===== config.mk =====
export PLATFORM = sky130hd
export DESIGN_NAME = pitot_airspeed_from_adc_unit_flat
export DESIGN_NICKNAME = d
export VERILOG_FILES = /design/src/rtl/core/pas_pkg.sv /design/src/rtl/core/pas_if.sv /design/src/rtl/core/pas_div.sv /design/src/rtl/core/pas_sqrt.sv /design/src/rtl/core/pitot_airspeed_from_adc_unit.sv /design/src/flat_wrapper.sv
export SDC_FILE = /design/constraint.sdc
export NUM_CORES = 1
export LEC_CHECK = 0
export BUFFER_PORTS_ARGS = -buffer_cell sky130_fd_sc_hd__buf_2
export CELL_PAD_IN_SITES_DETAIL_PLACEMENT = 0
export CELL_PAD_IN_SITES_GLOBAL_PLACEMENT = 1
export CORE_AREA = 2 2 295 297
export DETAILED_ROUTE_END_ITERATION = 8
export DIE_AREA = 0 0 297 299
export PLACE_DENSITY_LB_ADDON = 0.1
export SKIP_CTS_REPAIR_TIMING = 1
export SLEW_MARGIN = 5
export SYNTH_ARGS = -nofsm -noshare
export SYNTH_HDL_FRONTEND = slang
export SYNTH_HIERARCHICAL = 1
export SYNTH_SLANG_ARGS = --single-unit

===== constraint.sdc =====
create_clock -name clk_i -period 6.21 [get_ports clk_i]
set_input_delay 1.863 -clock clk_i [delete_from_list [all_inputs] [get_ports clk_i]]
set_output_delay 1.863 -clock clk_i [all_outputs]
set_load 0.02 [all_outputs]

===== src/rtl/core/pas_pkg.sv =====
// Shared widths, codes and types for the pitot airspeed unit.
// Used by the channel interfaces, the serial divider, the serial root and the top level.
// No dependencies.
package pas_pkg;

  // Converter resolution and the widths of the interface fields.
  localparam int ADC_BITS = 12;
  localparam int CODE_W   = ADC_BITS;
  localparam int PA_W     = 18;
  localparam int DEN_W    = 12;
  localparam int CNT_W    = 10;
  localparam int SPD_W    = 24;
  localparam int DP_W     = 25;
  localparam int ST_W     = 2;
  localparam int CFG_IDX_W = 2;
  localparam int CFG_DAT_W = PA_W;

  // Running calibration sum.
  localparam int SUM_W = 35;

  // Serial multiplier: (10*code - full scale) times (p_max - p_min).
  localparam int A_W     = ADC_BITS + 5;
  localparam int B_W     = PA_W + 1;
  localparam int HI_W    = B_W + 1;
  localparam int MS_W    = HI_W + 1;
  localparam int P_W     = HI_W + A_W;
  localparam int MCNT_W  = $clog2(A_W);
  localparam int SHR_W   = P_W - ADC_BITS + 2;
  localparam int P_Q4_W  = 26;
  localparam int DIFF_W  = DP_W + 2;

  // Speed scaling, divider and root widths.
  localparam int SPD_FRAC  = 23;
  localparam int DIV_W     = DP_W + SPD_FRAC;
  localparam int DVS_W     = DEN_W;
  localparam int DCNT_W    = $clog2(DIV_W);
  localparam int SQ_IN_W   = 2 * (SPD_W - 1);
  localparam int SQ_R_W    = SPD_W - 1;
  localparam int SQ_REM_W  = SQ_R_W + 2;
  localparam int SCNT_W    = $clog2(SQ_R_W);

  // Saturation limits.
  localparam int DP_MAX  = (1 << (DP_W - 1)) - 1;
  localparam int DP_MIN  = -(1 << (DP_W - 1));
  localparam int SPD_MAX = (1 << (SPD_W - 1)) - 1;

  // Register reset values.
  localparam int P_MIN_RST = -2000;
  localparam int P_MAX_RST = 2000;
  localparam int DEN_RST   = 1254;
  localparam int CNT_RST   = 400;

  // Result status codes.
  typedef enum logic [ST_W-1:0] {
    ST_MEASURED     = 2'd0,
    ST_CAL_SAMPLE   = 2'd1,
    ST_BIAS_LATCHED = 2'd2,
    ST_ZERO_REF     = 2'd3
  } status_e;

  // Configuration register indexes.
  typedef enum logic [CFG_IDX_W-1:0] {
    REG_P_MIN   = 2'd0,
    REG_P_MAX   = 2'd1,
    REG_DENSITY = 2'd2,
    REG_CAL_CNT = 2'd3
  } cfg_reg_e;

endpackage


===== src/rtl/core/pas_if.sv =====
// Valid/ready channel interfaces of the pitot airspeed unit: samples, results, configuration.
// Depends on pas_pkg for the field widths.

// Sample channel: one ADC pair per beat.
interface pas_in_if;
  import pas_pkg::*;
  logic              valid;
  logic              ready;
  logic              mode;
  logic [CODE_W-1:0] ref_code;
  logic [CODE_W-1:0] sensor_code;
  modport source (output valid, mode, ref_code, sensor_code, input ready);
  modport sink   (input valid, mode, ref_code, sensor_code, output ready);
endinterface

// Result channel: one result per beat.
interface pas_out_if;
  import pas_pkg::*;
  logic                   valid;
  logic                   ready;
  logic signed [SPD_W-1:0] air_speed_q8;
  logic signed [DP_W-1:0]  diff_pressure_q4;
  logic [ST_W-1:0]        status;
  modport source (output valid, air_speed_q8, diff_pressure_q4, status, input ready);
  modport sink   (input valid, air_speed_q8, diff_pressure_q4, status, output ready);
endinterface

// Configuration write channel: register index and data per beat.
interface pas_cfg_if;
  import pas_pkg::*;
  logic                 valid;
  logic                 ready;
  logic [CFG_IDX_W-1:0] index;
  logic [CFG_DAT_W-1:0] data;
  modport source (output valid, index, data, input ready);
  modport sink   (input valid, index, data, output ready);
endinterface


===== src/rtl/core/pas_div.sv =====
// Radix-2 restoring divider, one quotient bit per cycle, for the pitot airspeed unit.
// Depends on pas_pkg for the dividend and divisor widths.
module pas_div (
  input  logic                      clk_i,
  input  logic                      rst_ni,
  input  logic                      start_i,
  input  logic [pas_pkg::DIV_W-1:0] dividend_i,
  input  logic [pas_pkg::DVS_W-1:0] divisor_i,
  output logic                      done_o,
  output logic [pas_pkg::DIV_W-1:0] quotient_o
);
  import pas_pkg::*;

  logic              busy_q, done_q;
  logic [DCNT_W-1:0] cnt_q;
  logic [DIV_W-1:0]  dvd_q;
  logic [DVS_W-1:0]  rem_q, dvs_q;
  logic [DVS_W:0]    rem2, rem_sub;
  logic              ge;

  // Bring in the next dividend bit and try the subtraction.
  assign rem2    = {rem_q, dvd_q[DIV_W-1]};
  assign ge      = rem2 >= {1'b0, dvs_q};
  assign rem_sub = rem2 - {1'b0, dvs_q};

  // Step counter and completion pulse.
  always_ff @(posedge clk_i or negedge rst_ni) begin
    if (!rst_ni) begin
      busy_q <= 1'b0;
      done_q <= 1'b0;
      cnt_q  <= '0;
    end else begin
      done_q <= 1'b0;
      if (start_i) begin
        busy_q <= 1'b1;
        cnt_q  <= '0;
      end else if (busy_q) begin
        cnt_q <= cnt_q + 1'b1;
        if (cnt_q == DCNT_W'(DIV_W - 1)) begin
          busy_q <= 1'b0;
          done_q <= 1'b1;
        end
      end
    end
  end

  // Quotient bits shift into the dividend register as it empties.
  always_ff @(posedge clk_i) begin
    if (start_i) begin
      dvd_q <= dividend_i;
      rem_q <= '0;
      dvs_q <= divisor_i;
    end else if (busy_q) begin
      dvd_q <= {dvd_q[DIV_W-2:0], ge};
      rem_q <= ge ? rem_sub[DVS_W-1:0] : rem2[DVS_W-1:0];
    end
  end

  assign done_o     = done_q;
  assign quotient_o = dvd_q;

endmodule


===== src/rtl/core/pas_sqrt.sv =====
// Bit-serial integer square root, one root bit per cycle, for the pitot airspeed unit.
// Depends on pas_pkg for the operand and root widths.
module pas_sqrt (
  input  logic                        clk_i,
  input  logic                        rst_ni,
  input  logic                        start_i,
  input  logic [pas_pkg::SQ_IN_W-1:0] radicand_i,
  output logic                        done_o,
  output logic [pas_pkg::SQ_R_W-1:0]  root_o
);
  import pas_pkg::*;

  logic                busy_q, done_q;
  logic [SCNT_W-1:0]   cnt_q;
  logic [SQ_IN_W-1:0]  x_q;
  logic [SQ_R_W-1:0]   root_q;
  logic [SQ_REM_W-1:0] rem_q;
  logic [SQ_REM_W+1:0] rem2, trial, rem_sub;
  logic                ge;

  // Two radicand bits per step against the trial value 4*root + 1.
  assign rem2    = {rem_q, x_q[SQ_IN_W-1 -: 2]};
  assign trial   = (SQ_REM_W + 2)'({root_q, 2'b01});
  assign ge      = rem2 >= trial;
  assign rem_sub = rem2 - trial;

  // Step counter and completion pulse.
  always_ff @(posedge clk_i or negedge rst_ni) begin
    if (!rst_ni) begin
      busy_q <= 1'b0;
      done_q <= 1'b0;
      cnt_q  <= '0;
    end else begin
      done_q <= 1'b0;
      if (start_i) begin
        busy_q <= 1'b1;
        cnt_q  <= '0;
      end else if (busy_q) begin
        cnt_q <= cnt_q + 1'b1;
        if (cnt_q == SCNT_W'(SQ_R_W - 1)) begin
          busy_q <= 1'b0;
          done_q <= 1'b1;
        end
      end
    end
  end

  // Root and partial remainder datapath.
  always_ff @(posedge clk_i) begin
    if (start_i) begin
      x_q    <= radicand_i;
      root_q <= '0;
      rem_q  <= '0;
    end else if (busy_q) begin
      x_q    <= x_q << 2;
      root_q <= {root_q[SQ_R_W-2:0], ge};
      rem_q  <= ge ? rem_sub[SQ_REM_W-1:0] : rem2[SQ_REM_W-1:0];
    end
  end

  assign done_o = done_q;
  assign root_o = root_q;

endmodule


===== src/rtl/core/pitot_airspeed_from_adc_unit.sv =====
// Top level of the pitot airspeed unit: sample conversion, bias calibration and speed.
// Depends on pas_pkg, the channel interfaces, pas_div and pas_sqrt.
//
// One sample is taken at a time and gives exactly one result. A zero reference code goes from
// the result registers straight to the output register. Any other sample first goes through
// the bit-serial multiplier and a rounding step; a calibration sample that only adds to the
// running sum then goes through the result registers to the output register. The sample that
// completes a calibration run also goes through the serial divider for the mean. A measurement
// runs the divider for |dp| * 2^23 / density and then the serial square root, or saturates
// the speed if the quotient is too wide for the root. A new sample is accepted as soon as
// the previous one has been handed to the output register, even while that result waits
// to be taken.
module pitot_airspeed_from_adc_unit (
  input  logic       clk_i,
  input  logic       rst_ni,
  pas_in_if.sink     in_i,
  pas_out_if.source  out_o,
  pas_cfg_if.sink    cfg_i
);
  import pas_pkg::*;

  typedef enum logic [7:0] {
    S_IDLE  = 8'b0000_0001,
    S_MUL   = 8'b0000_0010,
    S_ROUND = 8'b0000_0100,
    S_EVAL  = 8'b0000_1000,
    S_PREP  = 8'b0001_0000,
    S_DIV   = 8'b0010_0000,
    S_SQRT  = 8'b0100_0000,
    S_OUT   = 8'b1000_0000
  } state_e;

  // Configuration registers.
  logic signed [PA_W-1:0] p_min_q, p_max_q;
  logic [DEN_W-1:0]       density_q;
  logic [CNT_W-1:0]       cal_cnt_cfg_q;

  // Control state.
  state_e                  state_q, state_d;
  logic [MCNT_W-1:0]       mcnt_q, mcnt_d;
  logic signed [DP_W-1:0]  bias_q, bias_d;
  logic signed [SUM_W-1:0] sum_q, sum_d;
  logic [CNT_W-1:0]        cnt_q, cnt_d;
  logic                    out_valid_q, out_valid_d;

  // Datapath registers.
  logic                     mode_q, mode_d;
  logic [A_W-1:0]           lo_q, lo_d;
  logic signed [HI_W-1:0]   hi_q, hi_d;
  logic signed [B_W-1:0]    b_q, b_d;
  logic signed [P_Q4_W-1:0] p_q, p_d;
  logic                     sign_q, sign_d;
  logic signed [SPD_W-1:0]  res_speed_q, res_speed_d;
  logic signed [DP_W-1:0]   res_dp_q, res_dp_d;
  status_e                  res_status_q, res_status_d;
  logic signed [SPD_W-1:0]  out_speed_q, out_speed_d;
  logic signed [DP_W-1:0]   out_dp_q, out_dp_d;
  status_e                  out_status_q, out_status_d;

  // Unit handshakes.
  logic               div_start, div_done;
  logic [DIV_W-1:0]   div_dividend, div_quotient;
  logic [DVS_W-1:0]   div_divisor;
  logic               sqrt_start, sqrt_done;
  logic [SQ_R_W-1:0]  sqrt_root;

  // Sample conversion terms.
  logic [A_W-1:0]           code_ext, a_init;
  logic signed [B_W-1:0]    b_init;
  logic signed [HI_W:0]     b_ext, addend, msum;
  logic                     mlast;
  logic signed [P_W-1:0]    prod;
  logic [SHR_W-1:0]         rnd;
  logic signed [SHR_W-2:0]  rnd_half;
  logic signed [P_Q4_W-1:0] p_new;

  // Calibration and measurement terms.
  logic signed [SUM_W-1:0]  sum_new;
  logic [CNT_W-1:0]         cnt_new, cal_target;
  logic                     cal_latch;
  logic [SUM_W-1:0]         sum_mag;
  logic signed [DIFF_W-1:0] diff;
  logic signed [DP_W-1:0]   dp_sat, bias_new, q_cut;
  logic [DP_W-1:0]          dp_mag;
  logic [DVS_W-1:0]         density_eff;
  logic signed [SPD_W-1:0]  root_ext;
  logic                     in_beat;

  assign in_beat = in_i.valid && in_i.ready;

  // Multiplier operands: 10*code - full scale, and the pressure span.
  assign code_ext = A_W'(in_i.sensor_code);
  assign a_init   = (code_ext << 3) + (code_ext << 1) - A_W'(1 << ADC_BITS);
  assign b_init   = B_W'(p_max_q) - B_W'(p_min_q);

  // Shift-add step; the multiplier's top bit carries negative weight.
  assign mlast  = mcnt_q == MCNT_W'(A_W - 1);
  assign b_ext  = MS_W'(b_q);
  assign addend = lo_q[0] ? (mlast ? -b_ext : b_ext) : '0;
  assign msum   = MS_W'(hi_q) + addend;

  // Round half up at the converter scale and add the offset in 1/16 Pa.
  assign prod     = {hi_q, lo_q};
  assign rnd      = prod[P_W-1:ADC_BITS-2] + SHR_W'(1);
  assign rnd_half = rnd[SHR_W-1:1];
  assign p_new    = P_Q4_W'(rnd_half) + (P_Q4_W'(p_min_q) <<< 4);

  // Calibration accumulation; a zero sample count acts as one.
  assign sum_new    = sum_q + SUM_W'(p_q);
  assign cnt_new    = cnt_q + 1'b1;
  assign cal_target = (cal_cnt_cfg_q == '0) ? CNT_W'(1) : cal_cnt_cfg_q;
  assign cal_latch  = cnt_new >= cal_target;
  assign sum_mag    = sum_q[SUM_W-1] ? SUM_W'(-sum_q) : SUM_W'(sum_q);

  // Bias-corrected pressure, saturated, and its magnitude.
  assign diff = DIFF_W'(p_q) - DIFF_W'(bias_q);
  always_comb begin
    if (diff > DIFF_W'(DP_MAX)) begin
      dp_sat = DP_W'(DP_MAX);
    end else if (diff < DIFF_W'(DP_MIN)) begin
      dp_sat = DP_W'(DP_MIN);
    end else begin
      dp_sat = DP_W'(diff);
    end
  end
  assign dp_mag      = dp_sat[DP_W-1] ? DP_W'(-dp_sat) : DP_W'(dp_sat);
  assign density_eff = (density_q == '0) ? DVS_W'(1) : DVS_W'(density_q);

  // Mean and root results with the stored sign.
  assign q_cut    = DP_W'(div_quotient);
  assign bias_new = sign_q ? -q_cut : q_cut;
  assign root_ext = SPD_W'(sqrt_root);

  // Sequencer.
  always_comb begin
    state_d      = state_q;
    mcnt_d       = mcnt_q;
    bias_d       = bias_q;
    sum_d        = sum_q;
    cnt_d        = cnt_q;
    mode_d       = mode_q;
    lo_d         = lo_q;
    hi_d         = hi_q;
    b_d          = b_q;
    p_d          = p_q;
    sign_d       = sign_q;
    res_speed_d  = res_speed_q;
    res_dp_d     = res_dp_q;
    res_status_d = res_status_q;
    out_speed_d  = out_speed_q;
    out_dp_d     = out_dp_q;
    out_status_d = out_status_q;
    out_valid_d  = out_valid_q && !out_o.ready;
    div_start    = 1'b0;
    div_dividend = {dp_mag, SPD_FRAC'(0)};
    div_divisor  = density_eff;
    sqrt_start   = 1'b0;
    case (state_q)
      S_IDLE: begin
        if (in_beat) begin
          mode_d = in_i.mode;
          if (in_i.ref_code == '0) begin
            res_speed_d  = '0;
            res_dp_d     = '0;
            res_status_d = ST_ZERO_REF;
            state_d      = S_OUT;
          end else begin
            lo_d    = a_init;
            hi_d    = '0;
            b_d     = b_init;
            mcnt_d  = '0;
            state_d = S_MUL;
          end
        end
      end
      S_MUL: begin
        hi_d   = msum[MS_W-1:1];
        lo_d   = {msum[0], lo_q[A_W-1:1]};
        mcnt_d = mcnt_q + 1'b1;
        if (mlast) begin
          state_d = S_ROUND;
        end
      end
      S_ROUND: begin
        p_d     = p_new;
        state_d = S_EVAL;
      end
      S_EVAL: begin
        res_speed_d = '0;
        if (mode_q) begin
          sum_d = sum_new;
          cnt_d = cnt_new;
          if (cal_latch) begin
            state_d = S_PREP;
          end else begin
            res_dp_d     = DP_W'(p_q);
            res_status_d = ST_CAL_SAMPLE;
            state_d      = S_OUT;
          end
        end else begin
          res_dp_d     = dp_sat;
          res_status_d = ST_MEASURED;
          div_start    = 1'b1;
          state_d      = S_DIV;
        end
      end
      S_PREP: begin
        // Mean rounded to nearest, ties away from zero, over the actual count.
        div_dividend = DIV_W'(sum_mag) + DIV_W'(cnt_q >> 1);
        div_divisor  = DVS_W'(cnt_q);
        div_start    = 1'b1;
        sign_d       = sum_q[SUM_W-1];
        sum_d        = '0;
        cnt_d        = '0;
        state_d      = S_DIV;
      end
      S_DIV: begin
        if (div_done) begin
          if (mode_q) begin
            bias_d       = bias_new;
            res_dp_d     = bias_new;
            res_status_d = ST_BIAS_LATCHED;
            state_d      = S_OUT;
          end else if (|div_quotient[DIV_W-1:SQ_IN_W]) begin
            // The root would not fit: saturate the speed.
            res_speed_d = res_dp_q[DP_W-1] ? -SPD_W'(SPD_MAX) : SPD_W'(SPD_MAX);
            state_d     = S_OUT;
          end else begin
            sqrt_start = 1'b1;
            state_d    = S_SQRT;
          end
        end
      end
      S_SQRT: begin
        if (sqrt_done) begin
          res_speed_d = res_dp_q[DP_W-1] ? -root_ext : root_ext;
          state_d     = S_OUT;
        end
      end
      S_OUT: begin
        if (!out_valid_q || out_o.ready) begin
          out_speed_d  = res_speed_q;
          out_dp_d     = res_dp_q;
          out_status_d = res_status_q;
          out_valid_d  = 1'b1;
          state_d      = S_IDLE;
        end
      end
      default: begin
        state_d = S_IDLE;
      end
    endcase
  end

  // Control registers.
  always_ff @(posedge clk_i or negedge rst_ni) begin
    if (!rst_ni) begin
      state_q     <= S_IDLE;
      mcnt_q      <= '0;
      bias_q      <= '0;
      sum_q       <= '0;
      cnt_q       <= '0;
      out_valid_q <= 1'b0;
    end else begin
      state_q     <= state_d;
      mcnt_q      <= mcnt_d;
      bias_q      <= bias_d;
      sum_q       <= sum_d;
      cnt_q       <= cnt_d;
      out_valid_q <= out_valid_d;
    end
  end

  // Datapath registers.
  always_ff @(posedge clk_i) begin
    mode_q       <= mode_d;
    lo_q         <= lo_d;
    hi_q         <= hi_d;
    b_q          <= b_d;
    p_q          <= p_d;
    sign_q       <= sign_d;
    res_speed_q  <= res_speed_d;
    res_dp_q     <= res_dp_d;
    res_status_q <= res_status_d;
    out_speed_q  <= out_speed_d;
    out_dp_q     <= out_dp_d;
    out_status_q <= out_status_d;
  end

  // Configuration writes.
  always_ff @(posedge clk_i or negedge rst_ni) begin
    if (!rst_ni) begin
      p_min_q       <= PA_W'(P_MIN_RST);
      p_max_q       <= PA_W'(P_MAX_RST);
      density_q     <= DEN_W'(DEN_RST);
      cal_cnt_cfg_q <= CNT_W'(CNT_RST);
    end else if (cfg_i.valid && cfg_i.ready) begin
      case (cfg_reg_e'(cfg_i.index))
        REG_P_MIN:   p_min_q       <= cfg_i.data[PA_W-1:0];
        REG_P_MAX:   p_max_q       <= cfg_i.data[PA_W-1:0];
        REG_DENSITY: density_q     <= cfg_i.data[DEN_W-1:0];
        REG_CAL_CNT: cal_cnt_cfg_q <= cfg_i.data[CNT_W-1:0];
        default: begin
        end
      endcase
    end
  end

  // Shared divider for the bias mean and the speed quotient.
  pas_div u_div (
    .clk_i      (clk_i),
    .rst_ni     (rst_ni),
    .start_i    (div_start),
    .dividend_i (div_dividend),
    .divisor_i  (div_divisor),
    .done_o     (div_done),
    .quotient_o (div_quotient)
  );

  // Square root of the speed quotient.
  pas_sqrt u_sqrt (
    .clk_i      (clk_i),
    .rst_ni     (rst_ni),
    .start_i    (sqrt_start),
    .radicand_i (div_quotient[SQ_IN_W-1:0]),
    .done_o     (sqrt_done),
    .root_o     (sqrt_root)
  );

  // Channel outputs.
  assign in_i.ready             = (state_q == S_IDLE);
  assign cfg_i.ready            = 1'b1;
  assign out_o.valid            = out_valid_q;
  assign out_o.air_speed_q8     = out_speed_q;
  assign out_o.diff_pressure_q4 = out_dp_q;
  assign out_o.status           = out_status_q;

endmodule


===== src/flat_wrapper.sv =====
// flat-port wrapper written by rule: the top's interface ports become plain ports
module pitot_airspeed_from_adc_unit_flat import pas_pkg::*;
  (clk_i, rst_ni, in_i_valid, in_i_mode, in_i_ref_code, in_i_sensor_code, in_i_ready, out_o_valid, out_o_air_speed_q8, out_o_diff_pressure_q4, out_o_status, out_o_ready, cfg_i_valid, cfg_i_index, cfg_i_data, cfg_i_ready);
  pas_in_if in_i_i ();
  pas_out_if out_o_i ();
  pas_cfg_if cfg_i_i ();
  input  logic clk_i;
  input  logic rst_ni;
  input wire logic [$bits(in_i_i.valid)-1:0] in_i_valid;
  input wire logic [$bits(in_i_i.mode)-1:0] in_i_mode;
  input wire logic [$bits(in_i_i.ref_code)-1:0] in_i_ref_code;
  input wire logic [$bits(in_i_i.sensor_code)-1:0] in_i_sensor_code;
  output wire logic [$bits(in_i_i.ready)-1:0] in_i_ready;
  output wire logic [$bits(out_o_i.valid)-1:0] out_o_valid;
  output wire logic [$bits(out_o_i.air_speed_q8)-1:0] out_o_air_speed_q8;
  output wire logic [$bits(out_o_i.diff_pressure_q4)-1:0] out_o_diff_pressure_q4;
  output wire logic [$bits(out_o_i.status)-1:0] out_o_status;
  input wire logic [$bits(out_o_i.ready)-1:0] out_o_ready;
  input wire logic [$bits(cfg_i_i.valid)-1:0] cfg_i_valid;
  input wire logic [$bits(cfg_i_i.index)-1:0] cfg_i_index;
  input wire logic [$bits(cfg_i_i.data)-1:0] cfg_i_data;
  output wire logic [$bits(cfg_i_i.ready)-1:0] cfg_i_ready;
  assign in_i_i.valid = in_i_valid;
  assign in_i_i.mode = in_i_mode;
  assign in_i_i.ref_code = in_i_ref_code;
  assign in_i_i.sensor_code = in_i_sensor_code;
  assign in_i_ready = in_i_i.ready;
  assign out_o_valid = out_o_i.valid;
  assign out_o_air_speed_q8 = out_o_i.air_speed_q8;
  assign out_o_diff_pressure_q4 = out_o_i.diff_pressure_q4;
  assign out_o_status = out_o_i.status;
  assign out_o_i.ready = out_o_ready;
  assign cfg_i_i.valid = cfg_i_valid;
  assign cfg_i_i.index = cfg_i_index;
  assign cfg_i_i.data = cfg_i_data;
  assign cfg_i_ready = cfg_i_i.ready;
  pitot_airspeed_from_adc_unit u_core (.clk_i(clk_i), .rst_ni(rst_ni), .in_i(in_i_i), .out_o(out_o_i), .cfg_i(cfg_i_i));
endmodule

Word level (Yosys, flattened, before mapping)

Cells that the tools add are included.

Flip-flop bits (word level): 509
Bits in latches: 0
Bits in writable memories: 0
Memory bits (read-only): 0
Input port bits: 50
Output and inout port bits: 54
Word-level logic and storage cells: 205
Memories: 0

Add/sub/neg operators: 20
Multipliers: 0
Div/mod/pow operators: 0
Magnitude comparators: 5
Eq/ne operators: 26
Shift operators: 0
Multiplexer cells: 88
Bitwise logic cells: 1
Reductions and logical operators: 30

Operators by type and width:

| kind                    | count |
|---|---|
| $mux W25                | 11 |
| $mux W24                | 8 |
| $mux W48                | 3 |
| $pmux W24 S4            | 1 |
| $mux W46                | 2 |
| $mux W8                 | 10 |
| $pmux W25 S3            | 1 |
| $mux W35                | 2 |
| $pmux W35 S2            | 1 |
| $pmux W8 S8             | 1 |
| $neg A25 Y25            | 2 |
| $mux W21                | 2 |
| $mux W10                | 4 |
| $mux W20                | 2 |
| $pmux W20 S2            | 1 |
| $add A35 B9 Y36         | 1 |
| $add A35 B26 Y35        | 1 |
| $neg A35 Y35            | 1 |
| $mux W17                | 2 |
| $pmux W17 S2            | 1 |
| $add A27 B1 Y27 const B | 1 |
| $ge A27 B25 Y1          | 1 |
| $gt A27 B25 Y1 const B  | 1 |
| $lt A27 B25 Y1 const B  | 1 |
| other kinds (55)        | 109 |

Logic depth before layout (Yosys ltp)

Gate-level depths: netlist of run 1.

Depth in word-level cells: 8
Gate-level depth with buffers: 22
Mapped depth without buffers: 21

Cells and area by module

Netlist of run 1, hierarchy kept.

By module, submodules not included:

| module                       | times used | cells each | area an instance (um^2) |
|---|---|---|---|
| pitot_airspeed_from_adc_unit | 1          | 2698       | 24498.5 |
| pas_sqrt                     | 1          | 523        | 5445.2 |
| pas_div                      | 1          | 309        | 3957.5 |

Worst setup path before layout of run 1

No wires, ideal clock.

Kind: input -> register
Start point: input in_i_ref_code[6]
End point: register u_core.res_speed_q[0] (enable)
Setup time: 0.536 ns
Data arrival time: 6.223 ns
Data required time: 5.674 ns
Path slack: -0.549 ns
Stages on the path: 4
Path buffers: 0
Cell sequence: nor4_1 > and3_1 > nor2_1 > a2111oi_0

Longest elaborated chain between the ends: 3

RTL lines:

| item                        | line                                | source |
|---|---|---|
| start, declared             | flat_wrapper.sv:11                  | `input wire logic [$bits(in_i_i.ref_code)-1:0] in_i_ref_code;` |
| $logic_not A12 Y1           | pitot_airspeed_from_adc_unit.sv:162 | `if (in_i.ref_code == '0) begin` |
| $ne A2 B2 Y1 (no line)      | --                                  |  |
| $reduce_and A7 Y1 (no line) | --                                  |  |
| end signal, assigned        | pitot_airspeed_from_adc_unit.sv:282 | `res_speed_q <= res_speed_d;` |
| end, declared               | pitot_airspeed_from_adc_unit.sv:53  | `logic signed [SPD_W-1:0] res_speed_q, res_speed_d;` |

No other way between the ends.
A chain may end at the register's enable or synchronous reset.

Worst setup path in the final report of run 1

Start point: register u_core.p_q[1]
End point: register u_core.u_div.dvd_q[31] (netlist: u_core/u_div/quotient_o[31]) (data pin)

Longest elaborated chain between the ends: 8
Elaborated cells between the ends (all ways): 9
Those cells by class: 2 x add/sub; 2 x order compare; 5 x mux

RTL lines:

| item                        | line                                | source |
|---|---|---|
| start, declared             | pitot_airspeed_from_adc_unit.sv:51  | `logic signed [P_Q4_W-1:0] p_q, p_d;` |
| start signal, assigned      | pitot_airspeed_from_adc_unit.sv:280 | `p_q <= p_d;` |
| $sub A26 B25 Y27 (*)        | pitot_airspeed_from_adc_unit.sv:116 | `assign diff = DIFF_W'(p_q) - DIFF_W'(bias_q);` |
| $lt A27 B25 Y1              | pitot_airspeed_from_adc_unit.sv:120 | `end else if (diff < DIFF_W'(DP_MIN)) begin` |
| $mux W25                    | pitot_airspeed_from_adc_unit.sv:120 |  |
| $mux W25 (*)                | pitot_airspeed_from_adc_unit.sv:118 | `if (diff > DIFF_W'(DP_MAX)) begin` |
| $neg A25 Y25                | pitot_airspeed_from_adc_unit.sv:126 | `assign dp_mag = dp_sat[DP_W-1] ? DP_W'(-dp_sat) : DP_W'(dp_sat);` |
| $mux W25 (*)                | pitot_airspeed_from_adc_unit.sv:126 |  |
| $mux W48 (*)                | pitot_airspeed_from_adc_unit.sv:158 | `case (state_q)` |
| via u_core.div_dividend[31] | pitot_airspeed_from_adc_unit.sv:62  | `logic [DIV_W-1:0] div_dividend, div_quotient;` |
| $mux W48 (*)                | pas_div.sv:49                       | `if (start_i) begin` |
| end signal, assigned        | pas_div.sv:50                       | `dvd_q <= dividend_i;` |
| end signal, assigned        | pas_div.sv:54                       | `dvd_q <= {dvd_q[DIV_W-2:0], ge};` |
| end, declared               | pas_div.sv:16                       | `logic [DIV_W-1:0] dvd_q;` |

The timed path passes the listed nets; every way through them passes the cells marked *.

==> reports/qor.csv, run 1 <==
metric,value,unit
VDD IR max,0.235,mV
GR Overflow Total,0,
via count,26900,
max frequency,0.175,GHz
H-tree levels,2,
Clock transition at path regs,0.06,ns
fin nets,3870,
insertion delay to the later sink of the worst-skew pair,0.65,ns
Worst Hold Margin,0.417,ns
actual slew at the worst max-slew pin,1.18,ns
P_leak,14.9,nW
Max Buffers Root-to-Sink,3,
PwrDens,361,nW/µm²
largest net degree at the start of global routing,82,
Critical Path End Type,flop,
Vias/cell,5.58,
Pre-Repair DR Iteration Count,5,
Crit path largest cell delay,0.51,ns
Final Max Tran Viols,0,
TritonCTS clock tree,done,
status,finished clean,
Tcrit/Tclk final,0.918,
share of the synthesized area in the top cell type,0.259,
Post-Synthesis Cells,3530,
DRC,0,
Area after DPL,35800,µm²
RSZ-0062 raised after global routing,no,
Fin Clk Skew,0.0282,ns
R2R depth,18,
Detailed Place HPWL,77200,µm
final worst setup slack,0.509,ns
netlist area before placement,33900,µm²
crit path max-delay cell type,a211o_1,
"FFs w/ async S/R, synth",0.308,
initial antenna violation count,1,
Num CTS Buffers,61,
final instance area,37900,µm²
Max Cap Viol,0,
synth cell count leaders,"296 x nor2_1, 293 x nand2_1, 292 x edfxtp_1",
clock sink total,509,
syn avg cell area,9.60,µm²
number of flops mapped to enable cells by yosys,292,
Synth area leaders,"edfxtp_1 26%, dfrtp_1 9.7%, ha_1 7.8%",
Final setup viols,0,
Initial Util,0.394,
Synth Warn #,6,
Die W,297,µm
Slew HR,0.209,
Worst Path Arrival,6.10,ns
die area,88800,µm²
Syn-to-layout area delta,11.8,%
vias in the first global route,26200,
crit-path cells,ha_1 -> nor2b_1 -> o2111ai_1 -> nand4_1 -> a31oi_2 -> o21ai_1 -> a211o_1 -> a21oi_4 -> nor2_1 -> nor2_1 -> ha_1 -> clkinv_1 -> nor4_4 -> o31ai_1 -> buf_4 -> o211ai_1 -> o21ai_0 -> mux2_2,
Worst path depth,18,
prevailing post-synth register cell,edfxtp_1,
violation count after the first detailed-route iteration,1742,
share of cells above drive strength 1,0.138,
wire per inst,21.3,µm
Port Buffers,102,
setup TNS,0,ns
proportion of synthesized chip area in sequential cells,0.411,
core area,85900,µm²
Hold Path Class,reg -> reg,
Setup WS pre-CTS,0.268,ns
critical path launch point type,flop,
Routed WL,102000,µm
Crit Path Category,reg -> reg,
"Req. time, crit path",6.61,ns
first-pass GRT wire length,157000,µm
gpl congestion,0.901,
Yosys cell types,111,
most frequent cell after synthesis,nor2_1,
hold depth,0,
boundary pin count,104,
leading area contributor after synthesis,edfxtp_1,
WP buf/inv,2,
worst-path fanout max,12,
die span in y,299,µm
register bit total from synthesis,509,
CTS root buffer,clkbuf_16,
syn_nets,3798,
Top delay family on crit path,compound AO/OA/AOI/OAI gates,
ANT nets after route,0,
Final min period,5.70,ns
Fin. Hold Viols,0,
global-route usage over all layers,0.225,
# rows,108,
## cells by family (layout without fill, tap and decap cells)
group | Yosys count | after routing | share of synthesized area
simple gates | 1100 | 1100 | 0.165
compound gates | 914 | 914 | 0.174
mux | 184 | 184 | 0.0594
fa+ha+maj | 218 | 218 | 0.0822
xor+xnor | 271 | 271 | 0.0702
flops | 509 | 509 | 0.411
other cells | 1 | 2 | 0.000111
buf+inv | 333 | 458 | 0.0383
## routing by layer
metal,track usage,up-vias,part of all wire
li1,-,13100,-
met1,0.309,13100,0.47
met2,0.385,550,0.47
met3,0.0234,120,0.037
met4,0.0493,0,0.021
met5,0,-,0
## flip-flops by register name (all words and copies together) (netlist names), 19 cells and up
signal and count:
u_core/hi_q 20, u_core/out_o.air_speed_q8 24, u_core/res_dp_q 25, u_core/sum_q 35
u_core/res_speed_q 24, u_core/u_sqrt/x_q 46, u_core/u_sqrt/root_o 23, u_core/b_q 19
u_core/bias_q 25, u_core/out_o.diff_pressure_q4 25, u_core/u_div/quotient_o 48, u_core/p_q 26
u_core/u_sqrt/rem_q 25
## power breakdown
| group | internal, mW | switching [mW] |
|---|---|---|
| Clock | 2.22 | 1.53 |
| Combinational | 1.85 | 3.02 |
| Sequential | 4.47 | 0.586 |
| Total | 8.54 | 5.14 |
## path summary, 6_finish.rpt
check                                                           from                                     to  slack [ns]
worst max register to register               u_core/p_q[1]$_DFFE_PP_  u_core/u_div/quotient_o[31]$_DFFE_PP_        0.51
worst min-delay path            u_core/res_status_q[1]$_SDFFCE_PN1P_       u_core/out_o.status[1]$_DFFE_PP_        0.42
worst max-delay path                         u_core/p_q[1]$_DFFE_PP_  u_core/u_div/quotient_o[31]$_DFFE_PP_        0.51
worst min register to register  u_core/res_status_q[1]$_SDFFCE_PN1P_       u_core/out_o.status[1]$_DFFE_PP_        0.42
max in group asynchronous                                     rst_ni         u_core/u_sqrt/busy_q$_DFF_PN0_        3.98
min in group asynchronous                                     rst_ni      u_core/u_div/cnt_q[1]$_DFFE_PN0P_        1.23
## cell usage in the layout (no fill, tap or decap), types with 71 or more instances in the layout
master	netlist	layout
a21o_1	71	71
a21oi_1	223	221
buf_2	12	101
dfrtp_1	132	131
edfxtp_1	292	292
ha_1	210	210
inv_1	190	188
mux2_2	137	137
nand2_1	293	293
nand3_1	79	79
nor2_1	296	296
o21ai_0	229	228
xnor2_1	141	141
xor2_1	129	129
## per-stage QoR
step / total power, mW / std cells / util
6_report: 13.7 / 4811 / 0.441
2_1_floorplan: 8.43 / 3530 / -
5_1_grt: 14.5 / 4810 / 0.441
3_5_place_dp: 9.99 / 4694 / 0.416
4_1_cts: 13.8 / 4810 / 0.441
3_3_place_gp: 9.91 / 4694 / 0.416
## layout make-up
type	instances	area [µm²]
antenna	1	2.50
clock buffer	86	1830
clock inverter	30	304
fill	8357	48000
inverter	193	724
multi-input combinational	2688	18800
sequential	509	13900
tap	1155	1450
timing repair buffer	149	882
Note: power is estimated with default switching activity, not from simulation.
==> run 2: changes to the inputs <==
--- a/config.mk
+++ b/config.mk
@@ -9,6 +9,7 @@
 export CELL_PAD_IN_SITES_DETAIL_PLACEMENT = 0
 export CELL_PAD_IN_SITES_GLOBAL_PLACEMENT = 1
 export CORE_AREA = 2 2 295 297
+export CTS_BUF_LIST = sky130_fd_sc_hd__clkbuf_4 sky130_fd_sc_hd__clkbuf_8
 export DETAILED_ROUTE_END_ITERATION = 8
 export DIE_AREA = 0 0 297 299
 export PLACE_DENSITY_LB_ADDON = 0.1
==> reports/qor.csv, run 2 (synthesis results as in run 1) <==
metric,value,unit
crit-path cells,inv_1 -> ha_1 -> inv_1 -> fa_1 -> a211oi_2 -> o2111ai_1 -> nand4_1 -> nand3_1 -> a21oi_2 -> o21bai_1 -> a21oi_4 -> nor2_1 -> nor2_1 -> ha_1 -> clkinv_1 -> nor4_4 -> o31ai_1 -> buf_4 -> o211ai_1 -> o21ai_0 -> mux2_2,
max frequency,0.174,GHz
Die W,297,µm
die span in y,299,µm
Clock transition at path regs,0.06,ns
P_leak,15.0,nW
boundary pin count,104,
Final setup viols,0,
setup TNS,0,ns
Pre-Repair DR Iteration Count,5,
Worst path depth,21,
Area after DPL,35800,µm²
reg2reg setup slack,0.47,ns
Max Cap Viol,0,
crit path to,u_core/u_div/quotient_o[31]$_DFFE_PP_,
VDD IR max,0.228,mV
WL met2,48600,µm
total power,13.6,mW
metal3 WL,4100,µm
most frequent cells in the layout,"296 x nor2_1, 293 x nand2_1, 292 x edfxtp_1",
Critical Path End Type,flop,
Final Max Tran Viols,0,
"commonest non-fill, non-tap cell in the layout",nor2_1,
Psw,5.12,mW
WP buf/inv,4,
Critical R2R Capture,u_core/u_div/quotient_o[31]$_DFFE_PP_,
global-route usage over all layers,0.227,
critical path launch point type,flop,
share of cells above drive strength 1,0.153,
die area,88800,µm²
startpoint of the worst hold path,u_core/res_dp_q[11]$_SDFFCE_PN0P_,
initial antenna violation count,2,
Initial Util,0.394,
Crit Path Category,reg -> reg,
Port Buffers,102,
Setup WS pre-CTS,0.268,ns
via count,27000,
sequential share of power,0.372,
worst-path fanout max,10,
# fillers,8393,
final instance area,37900,µm²
met1 wire length,47700,µm
Fin Clk Skew,0.0436,ns
clock sink total,509,
wire per inst,21.1,µm
clock power share,0.270,
Largest register FFs,48,
fin nets,3902,
actual slew at the worst max-slew pin,1.17,ns
violation count after the first detailed-route iteration,1751,
Slew HR,0.219,
Max Buffers Root-to-Sink,3,
vias in the first global route,26400,
Tcrit/Tclk final,0.925,
CTS root buffer,clkbuf_8,
internal cell power,8.47,mW
Top delay family on crit path,compound AO/OA/AOI/OAI gates,
Num CTS Buffers,93,
Final min period,5.74,ns
"Req. time, crit path",6.67,ns
worst r2r src,u_core/p_q[0]$_DFFE_PP_,
Fin. Hold Viols,0,
Worst Hold Margin,0.404,ns
Comb pwr share,0.358,
status,finished clean,
core area,85900,µm²
Vias/cell,5.54,
Routed WL,103000,µm
PwrDens,358,nW/µm²
H-tree levels,3,
Syn-to-layout area delta,11.9,%
Critical path origin,u_core/p_q[0]$_DFFE_PP_,
Worst Path Arrival,6.21,ns
Detailed Place HPWL,77200,µm
Crit path largest cell delay,0.46,ns
insertion delay to the later sink of the worst-skew pair,0.75,ns
RSZ-0062 raised after global routing,no,
crit path max-delay cell type,fa_1,
ANT nets after route,0,
GR Overflow Total,0,
Sw Share,0.377,
max layer used,met4,
largest net degree at the start of global routing,82,
Hold Path Class,reg -> reg,
gpl congestion,0.901,
DRC,0,
R2R depth,21,
TritonCTS clock tree,done,
first-pass GRT wire length,157000,µm
final worst setup slack,0.466,ns
# rows,108,
[run 2: cell count changes in the layout (fill, tap and decap cells not counted), sizes merged]
cell	before	now
clkbuf	86	141
diode	1	8
bufinv	4	9
inv	194	190
clkinvlp	5	2
clkinv	20	22
[run 2: routing by layer]
layer,global-route usage,up-vias
li1,-,13100
met1,0.308,13100
met2,0.382,572
met3,0.0293,116
met4,0.0635,0
met5,0,-
[run 2: worst min-delay path by stage]
| stage | slack (ns) | depth (start not counted) | endpoint |
|---|---|---|---|
| final | 0.40 | 0 | u_core/out_o.diff_pressure_q4[11]$_DFFE_PP_ |
| after global routing | 0.42 | 0 | u_core/out_o.diff_pressure_q4[17]$_DFFE_PP_ |
| after CTS | 0.40 | 0 | u_core/out_o.diff_pressure_q4[11]$_DFFE_PP_ |
| after detailed placement | 0.40 | 0 | u_core/out_o.status[1]$_DFFE_PP_ |
| after global placement | 0.40 | 0 | u_core/out_o.air_speed_q8[20]$_DFFE_PP_ |
| after floorplan | 0.40 | 0 | u_core/out_o.air_speed_q8[0]$_DFFE_PP_ |
[run 2: metrics by stage]
step / utilization / std cells
after floorplan: - / 3530
after global placement: 0.416 / 4694
after detailed placement: 0.416 / 4694
after CTS: 0.441 / 4865
after global routing: 0.441 / 4870
final: 0.441 / 4873
[run 2: layout make-up]
type | instances | area (µm²) | area share
tap | 1155 | 1450 | 0.0381
clock inverter | 30 | 404 | 0.0107
multi-input combinational | 2688 | 18800 | 0.496
antenna | 8 | 20.0 | 0.000528
clock buffer | 141 | 1730 | 0.0456
sequential | 509 | 13900 | 0.367
inverter | 193 | 724 | 0.0191
timing repair buffer | 149 | 882 | 0.0233
[run 2: worst register-to-register path, stage by stage, from the launching register on]
cell and delay, ns:
edfxtp_1 0.42, inv_1 0.08, ha_1 0.16, inv_1 0.05, fa_1 0.46, a211oi_2 0.36, o2111ai_1 0.36, nand4_1 0.19
nand3_1 0.21, a21oi_2 0.34, o21bai_1 0.17, a21oi_4 0.33, nor2_1 0.19, nor2_1 0.20, ha_1 0.31, clkinv_1 0.25
nor4_4 0.44, o31ai_1 0.17, buf_4 0.18, o211ai_1 0.18, o21ai_0 0.10, mux2_2 0.28
[run 2: power by group through the flow]
stage / logic [mW] / registers, mW / clock network [mW]
global placement: 4.81 / 5.10 / 0
global route: 5.40 / 5.15 / 3.95
detailed placement: 4.87 / 5.12 / 0
floorplan: 3.58 / 4.85 / 0
CTS: 4.89 / 5.05 / 3.81
finish: 4.87 / 5.05 / 3.67
